## config.mk

```make
export PLATFORM = sky130hd
export DESIGN_NAME = accumulator_alu_with_flags
export DESIGN_NICKNAME = d
export VERILOG_FILES = /design/src/sv/accalu_pkg.sv /design/src/sv/accalu_core.sv /design/src/sv/accumulator_alu_with_flags.sv
export SDC_FILE = /design/constraint.sdc
export NUM_CORES = 1
export LEC_CHECK = 0
export ABC_CLOCK_PERIOD_IN_PS = 6800
export BUFFER_PORTS_ARGS = -buffer_cell sky130_fd_sc_hd__buf_2
export CAP_MARGIN = 20
export CORE_UTILIZATION = 34
export DETAILED_ROUTE_END_ITERATION = 10
export MAX_ROUTING_LAYER = met4
export PLACE_DENSITY_LB_ADDON = 0.08
export SYNTH_ARGS = -nofsm -noshare
export SYNTH_HDL_FRONTEND = slang
export SYNTH_HIERARCHICAL = 1
export SYNTH_SLANG_ARGS = --single-unit
```

## constraint.sdc

```tcl
create_clock -name clk -period 6.8 [get_ports clk]
set_input_delay 1.02 -clock clk [delete_from_list [all_inputs] [get_ports clk]]
set_output_delay 1.02 -clock clk [all_outputs]
set_load 0.02 [all_outputs]
```

## src/sv/accalu_pkg.sv

```systemverilog
`timescale 1ns / 1ps
// ----------------------------------------------------------------------------
// accalu_pkg
// Types and constants for the 8-bit CPU accumulator ALU with flags.
// ----------------------------------------------------------------------------
package accalu_pkg;

  // operation codes
  localparam logic [4:0] OP_ADD   = 5'd0;
  localparam logic [4:0] OP_ADC   = 5'd1;
  localparam logic [4:0] OP_SUB   = 5'd2;
  localparam logic [4:0] OP_SBC   = 5'd3;
  localparam logic [4:0] OP_AND   = 5'd4;
  localparam logic [4:0] OP_XOR   = 5'd5;
  localparam logic [4:0] OP_OR    = 5'd6;
  localparam logic [4:0] OP_CP    = 5'd7;
  localparam logic [4:0] OP_INC8  = 5'd8;
  localparam logic [4:0] OP_DEC8  = 5'd9;
  localparam logic [4:0] OP_RLCA  = 5'd10;
  localparam logic [4:0] OP_RRCA  = 5'd11;
  localparam logic [4:0] OP_RLA   = 5'd12;
  localparam logic [4:0] OP_RRA   = 5'd13;
  localparam logic [4:0] OP_CPL   = 5'd14;
  localparam logic [4:0] OP_SCF   = 5'd15;
  localparam logic [4:0] OP_CCF   = 5'd16;
  localparam logic [4:0] OP_ADD16 = 5'd17;
  localparam logic [4:0] OP_ADDSP = 5'd18;
  localparam logic [4:0] OP_INC16 = 5'd19;
  localparam logic [4:0] OP_DEC16 = 5'd20;

  // flag bit positions
  localparam int unsigned FLAG_Z = 3;
  localparam int unsigned FLAG_N = 2;
  localparam int unsigned FLAG_H = 1;
  localparam int unsigned FLAG_C = 0;

  typedef struct packed {
    logic [4:0]  func;
    logic [15:0] operand_a;
    logic [15:0] operand_b;
    logic [3:0]  flags_in;
  } req_t;

  typedef struct packed {
    logic [15:0] result;
    logic [3:0]  flags_out;
  } rsp_t;

endpackage

```

## src/sv/accalu_core.sv

```systemverilog
`timescale 1ns / 1ps
// ----------------------------------------------------------------------------
// accalu_core
// Single-pass ALU datapath: one operation, result value and new flags.
// ----------------------------------------------------------------------------
module accalu_core
  import accalu_pkg::*;
(
  input  req_t req,
  output rsp_t rsp
);

  logic [7:0]  a;
  logic [7:0]  b;
  logic        cin;
  logic        add_cin;
  logic        sub_cin;
  logic [8:0]  add_sum;
  logic [4:0]  add_half;
  logic [8:0]  sub_diff;
  logic [4:0]  sub_half;
  logic [7:0]  inc8;
  logic [7:0]  dec8;
  logic [16:0] sum16;
  logic [12:0] half16;
  logic [15:0] sp_sum;
  logic [15:0] r;
  logic [3:0]  f;

  assign a   = req.operand_a[7:0];
  assign b   = req.operand_b[7:0];
  assign cin = req.flags_in[FLAG_C];

  // carry only feeds in for ADC / SBC
  assign add_cin = (req.func == OP_ADC) ? cin : 1'b0;
  assign sub_cin = (req.func == OP_SBC) ? cin : 1'b0;

  assign add_sum  = {1'b0, a} + {1'b0, b} + {8'd0, add_cin};
  assign add_half = {1'b0, a[3:0]} + {1'b0, b[3:0]} + {4'd0, add_cin};
  // borrow is the sign bit of the widened difference
  assign sub_diff = {1'b0, a} - {1'b0, b} - {8'd0, sub_cin};
  assign sub_half = {1'b0, a[3:0]} - {1'b0, b[3:0]} - {4'd0, sub_cin};

  assign inc8   = a + 8'd1;
  assign dec8   = a - 8'd1;
  assign sum16  = {1'b0, req.operand_a} + {1'b0, req.operand_b};
  assign half16 = {1'b0, req.operand_a[11:0]} + {1'b0, req.operand_b[11:0]};
  assign sp_sum = req.operand_a + {{8{b[7]}}, b};

  always_comb begin
    r = req.operand_a;
    f = req.flags_in;
    unique case (req.func)
      OP_ADD, OP_ADC: begin
        r = {8'd0, add_sum[7:0]};
        f = {add_sum[7:0] == 8'd0, 1'b0, add_half[4], add_sum[8]};
      end
      OP_SUB, OP_SBC: begin
        r = {8'd0, sub_diff[7:0]};
        f = {sub_diff[7:0] == 8'd0, 1'b1, sub_half[4], sub_diff[8]};
      end
      OP_CP: begin
        r = {8'd0, a};
        f = {sub_diff[7:0] == 8'd0, 1'b1, sub_half[4], sub_diff[8]};
      end
      OP_AND: begin
        r = {8'd0, a & b};
        f = {(a & b) == 8'd0, 1'b0, 1'b1, 1'b0};
      end
      OP_XOR: begin
        r = {8'd0, a ^ b};
        f = {(a ^ b) == 8'd0, 3'b000};
      end
      OP_OR: begin
        r = {8'd0, a | b};
        f = {(a | b) == 8'd0, 3'b000};
      end
      OP_INC8: begin
        r = {8'd0, inc8};
        f = {inc8 == 8'd0, 1'b0, a[3:0] == 4'hF, cin};
      end
      OP_DEC8: begin
        r = {8'd0, dec8};
        f = {dec8 == 8'd0, 1'b1, a[3:0] == 4'h0, cin};
      end
      OP_RLCA: begin
        r = {8'd0, a[6:0], a[7]};
        f = {3'b000, a[7]};
      end
      OP_RRCA: begin
        r = {8'd0, a[0], a[7:1]};
        f = {3'b000, a[0]};
      end
      OP_RLA: begin
        r = {8'd0, a[6:0], cin};
        f = {3'b000, a[7]};
      end
      OP_RRA: begin
        r = {8'd0, cin, a[7:1]};
        f = {3'b000, a[0]};
      end
      OP_CPL: begin
        r = {8'd0, ~a};
        f = {req.flags_in[FLAG_Z], 1'b1, 1'b1, cin};
      end
      OP_SCF: begin
        r = {8'd0, a};
        f = {req.flags_in[FLAG_Z], 2'b00, 1'b1};
      end
      OP_CCF: begin
        r = {8'd0, a};
        f = {req.flags_in[FLAG_Z], 2'b00, ~cin};
      end
      OP_ADD16: begin
        r = sum16[15:0];
        f = {req.flags_in[FLAG_Z], 1'b0, half16[12], sum16[16]};
      end
      OP_ADDSP: begin
        // H and C come from the unsigned low-byte add
        r = sp_sum;
        f = {2'b00, add_half[4], add_sum[8]};
      end
      OP_INC16: r = req.operand_a + 16'd1;
      OP_DEC16: r = req.operand_a - 16'd1;
      default: begin
        r = req.operand_a;
        f = req.flags_in;
      end
    endcase
  end

  assign rsp.result    = r;
  assign rsp.flags_out = f;

endmodule

```

## src/sv/accumulator_alu_with_flags.sv

```systemverilog
`timescale 1ns / 1ps
// ----------------------------------------------------------------------------
// accumulator_alu_with_flags
// 8-bit CPU ALU with Z/N/H/C flags, plus 16-bit add, SP+offset and inc/dec.
// ----------------------------------------------------------------------------
//
//  channel | direction | handshake           | payload
//  --------+-----------+---------------------+-------------------------------
//  req     | in        | req_valid/req_stall | func, operands, flags_in
//  rsp     | out       | rsp_valid/rsp_stall | result, flags_out
//
// Throughput one request per cycle while the response side does not stall;
// a request goes through input register, ALU pass and output register in turn
// before its response is shown, with one ALU pass between the two registers.
// rst is synchronous: both stage valid flags clear, payload is left as is.
// rsp_stall holds the output register; the input stage still takes a request
// while it is empty, so req_stall rises only when both stages hold requests.
// ----------------------------------------------------------------------------
module accumulator_alu_with_flags
  import accalu_pkg::*;
(
  input  logic clk,
  input  logic rst,
  input  logic req_valid,
  output logic req_stall,
  input  req_t req,
  output logic rsp_valid,
  input  logic rsp_stall,
  output rsp_t rsp
);

  // input stage
  logic in_valid;
  req_t in_req;
  // ALU output
  rsp_t alu_rsp;
  // output stage
  logic out_valid;
  rsp_t out_rsp;

  logic out_load;
  logic in_load;

  // output register takes a new value when empty or being drained
  assign out_load  = !out_valid || !rsp_stall;
  // input register moves on when empty or when its request goes forward
  assign in_load   = !in_valid || out_load;
  assign req_stall = !in_load;

  always_ff @(posedge clk) begin
    if (rst) begin
      in_valid <= 1'b0;
    end else if (in_load) begin
      in_valid <= req_valid;
    end
  end

  always_ff @(posedge clk) begin
    if (in_load && req_valid) begin
      in_req <= req;
    end
  end

  accalu_core u_core (
    .req (in_req),
    .rsp (alu_rsp)
  );

  always_ff @(posedge clk) begin
    if (rst) begin
      out_valid <= 1'b0;
    end else if (out_load) begin
      out_valid <= in_valid;
    end
  end

  always_ff @(posedge clk) begin
    if (out_load && in_valid) begin
      out_rsp <= alu_rsp;
    end
  end

  assign rsp_valid = out_valid;
  assign rsp       = out_rsp;

endmodule

```

==> results.sh <==
export IMPL_status="completed"
export IMPL_root_buffer="clkbuf_16"
export IMPL_relSlewSlack_pct=31.7
export IMPL_crit_type="register to register"
export IMPL_synth_seq_cells=63
export IMPL_clock_latency_ns=0.35
export IMPL_dieHeight_um=140
export IMPL_fmax_ghz=0.237
export IMPL_async_flop_share_pct=0
export IMPL_drt_wl_total_um=24700
export IMPL_num_antenna_cells=0
export IMPL_grt_setup_unrepaired="no"
export IMPL_drv_slew=0
export IMPL_cp_cell_sequence="nor2_1 > nand4_1 > fa_1 > fa_1 > o21a_1 > nor2_1 > xnor2_1 > nor4b_1 > or4b_1 > nand3_1"
export IMPL_grt_usage_pct=26.3
export IMPL_firstDrtPassIters=7
export IMPL_yosysSeqAreaShare_pct=29.1
export IMPL_comb_power_share_pct=32.7
export IMPL_seqPwrFrac_pct=35.4
export IMPL_r2r_slack_ns=2.58
export IMPL_slowest_delay_ns=0.75
export IMPL_r2r_cells=10
export IMPL_clk_path_buf_depth=2
export IMPL_ys_flop_type="edfxtp_1"
export IMPL_cts_buffers=9
export IMPL_coreArea_um2=18300
export IMPL_finalSetupViolations=0
export IMPL_netlist_area_um2=6440
export IMPL_cts_sinks=63
export IMPL_globalplace_congestion=0.998
export IMPL_cts_resized=0
export IMPL_maxCapViolCount=0
export IMPL_critPathBufInv=0
export IMPL_synthesis_nets=867
export IMPL_synth_avg_cell_area_um2=8.52
export IMPL_post_cts_buffers=0
export IMPL_p_switching_w=0.000516
export IMPL_ant_nets=0
export IMPL_critPathTopFamily="simple AND/OR/NAND/NOR gates"
export IMPL_slowest_stage="edfxtp_1"
export IMPL_min_path_cells=2
export IMPL_period_needed_ns=4.22
export IMPL_path_clk_slew_ns=0.06
export IMPL_finalSetupTns_ns=0
export IMPL_grt_pass1_vias=6088
export IMPL_grt_ovfl_total=0
export IMPL_synth_edf_count=61
export IMPL_initial_core_util_pct=35.3
export IMPL_grt_max_degree=42
export IMPL_p_sw_share_pct=37.2
export IMPL_pin_count=67
export IMPL_p_leak_nw=2.81
export IMPL_final_cells=1024
export IMPL_synthDistinctLibCells=75
export IMPL_hold_buffers=0
export IMPL_skew_ns=0.00556
export IMPL_port_buffers=66
export IMPL_placed_area_um2=6870
export IMPL_layout_drive_gt1_share_pct=13.3
export IMPL_p_clk_share_pct=31.9
export IMPL_fin_area_um2=7150
export IMPL_hp_class="register to register"
export IMPL_cp_end_kind="register"
export IMPL_wl_per_cell_um=24.2
export IMPL_syn_to_final_growth_pct=11.0
export IMPL_yosys_warnings=6
export IMPL_die_w_um=140
export IMPL_fin_nets=901
export IMPL_antenna_found_initial=0
export IMPL_critPathMaxFanout=28
export IMPL_rows=49
export IMPL_finalHoldViolCount=0
export IMPL_place_inst=1008
export IMPL_critical_path_required_ns=6.99
export IMPL_internal_power_w=0.000871
export IMPL_drc=0
export IMPL_via_per_inst=6.26
export IMPL_cts_tree="done"
export IMPL_p_per_area_nw_per_um2=194
export IMPL_worst_path_stages=10
export IMPL_htreeDepth=3
export IMPL_cp_start_kind="register"
export IMPL_finalCritPeriodShare_pct=62.1
export IMPL_dieArea_um2=19500
export IMPL_grt_pass1_wl_um=37300
export IMPL_first_iter_violations=915
export IMPL_dp_hpwl_um=18400
export IMPL_worst_pin_slew_ns=1.02
export IMPL_vias=6413
export IMPL_arrival_ns=4.41
export IMPL_postSynthCellCount=756
export IMPL_irDropWorstVdd_mv=0.103
[cell usage after synthesis (all sizes together) (4+ instances only)]
library cell  count  area (um2)
nor2             53         204
o21bai            4        30.0
a31oi             9        56.3
nand3b            4        30.0
nand2            61         231
fa                6         120
nor3             17        96.4
nand3            29         150
ha               60         751
nor2b             8        50.1
mux2i             5        50.1
o221ai            7        61.3
inv              38         143
xor2             15         131
xnor2            28         245
edfxtp           61        1830
and3             11        68.8
buf              25         145
clkbuf           23        88.8
o21a             10        75.1
o22ai            12        75.1
a22oi             8        60.1
a21oi            48         259
a21o             18         135
a221o             6        60.1
nand4            15        93.8
a211oi            6        45.0
a221oi            7        61.3
o21ai            73         369
nor4             16         119
nand2b           11        68.8
a32oi             9        78.8
o211ai            7        52.6
[final cells by class]
class,count,area [um2]
clock buffers,9,225
clock inverters,7,48.8
fillers,1893,11100
inverters,38,143
multi-input cells,607,4210
flip-flops and latches,63,1870
well taps,229,287
repair buffers,71,368
[worst register-to-register path, stage by stage (launching register included)]
cell	delay [ns]
edfxtp_1	0.75
nor2_1	0.56
nand4_1	0.18
fa_1	0.44
fa_1	0.47
o21a_1	0.22
nor2_1	0.25
xnor2_1	0.14
nor4b_1	0.43
or4b_1	0.47
nand3_1	0.15
[state kept, by name, summed over array words and instances (netlist names)]
| name | count |
|---|---|
| in_valid | 1 |
| in_req | 41 |
| rsp_valid | 1 |
| rsp | 20 |
[final timing paths]
check,start,end
hold / removal,in_valid$_SDFFE_PP0P_,in_valid$_SDFFE_PP0P_
hold reg to reg,in_valid$_SDFFE_PP0P_,in_valid$_SDFFE_PP0P_
setup / recovery,in_req[39]$_DFFE_PP_,rsp[3]$_DFFE_PP_
setup reg to reg,in_req[39]$_DFFE_PP_,rsp[3]$_DFFE_PP_
[power groups by stage]
stage | Combinational, W | Clock (W) | Sequential [W]
final | 0.000453 | 0.000442 | 0.000491
after global routing | 0.000489 | 0.000471 | 0.000494
after CTS | 0.000440 | 0.000458 | 0.000491
after detailed placement | 0.000437 | 0 | 0.000499
after global placement | 0.000440 | 0 | 0.000499
after floorplan | 0.000314 | 0 | 0.000487
[layout by cell type (no fill, tap or decap), drive strengths merged, types with 4 or more instances in the layout]
| cell | Yosys | final |
|---|---|---|
| a221o | 6 | 6 |
| clkbuf | 23 | 9 |
| edfxtp | 61 | 61 |
| a211oi | 6 | 6 |
| xnor2 | 28 | 28 |
| a221oi | 7 | 7 |
| nand3 | 29 | 29 |
| o22ai | 12 | 12 |
| mux2i | 5 | 5 |
| o21bai | 4 | 4 |
| buf | 25 | 71 |
| a32oi | 9 | 9 |
| inv | 38 | 39 |
| o221ai | 7 | 7 |
| clkinv | 0 | 5 |
| fa | 6 | 6 |
| and3 | 11 | 11 |
| a21oi | 48 | 48 |
| nand2b | 11 | 11 |
| nand2 | 61 | 61 |
| nor4 | 16 | 16 |
| xor2 | 15 | 15 |
| a22oi | 8 | 8 |
| ha | 60 | 60 |
| o211ai | 7 | 7 |
| nor3 | 17 | 17 |
| a31oi | 9 | 9 |
| o21ai | 73 | 73 |
| a21o | 18 | 18 |
| nor2 | 53 | 53 |
| nand3b | 4 | 4 |
| nand4 | 15 | 15 |
| o21a | 10 | 10 |
| nor2b | 8 | 8 |
[per-stage QoR]
| stage | total power, W | hold slack (ns) | worst slack (ns) | util [%] |
|---|---|---|---|---|
| 5_1_grt | 0.00145 | 0.525 | 2.30 | 39.1 |
| 3_5_place_dp | 0.000936 | 0.505 | 2.70 | 37.6 |
| 6_report | 0.00139 | 0.509 | 2.58 | 39.1 |
| 2_1_floorplan | 0.000801 | 0.472 | 3.41 | - |
| 3_3_place_gp | 0.000939 | 0.482 | 2.80 | 37.6 |
| 4_1_cts | 0.00139 | 0.515 | 2.69 | 39.1 |
[metal layers]
layer	up-vias	share of wire [%]	GRT usage, %
met1	3134	46	36.6
met5	-	0	-
met2	322	42	37.0
met4	0	3.8	11.1
li1	2913	-	-
met3	44	8.6	4.85
[kinds of logic (layout without fill, tap and decap cells)]
logic type | count (synthesis) | count (layout) | share of synthesized area, %
xor gates and xnor gates | 43 | 43 | 5.85
and+or+nand+nor | 240 | 240 | 19.0
AOI/OAI and AO/OA | 252 | 252 | 25.8
muxes | 6 | 6 | 0.952
adders and majority gates | 66 | 66 | 13.5
DFF | 63 | 63 | 29.1
buffers and inverters | 86 | 125 | 5.85
No activity file was read; power rests on OpenSTA's default activity.
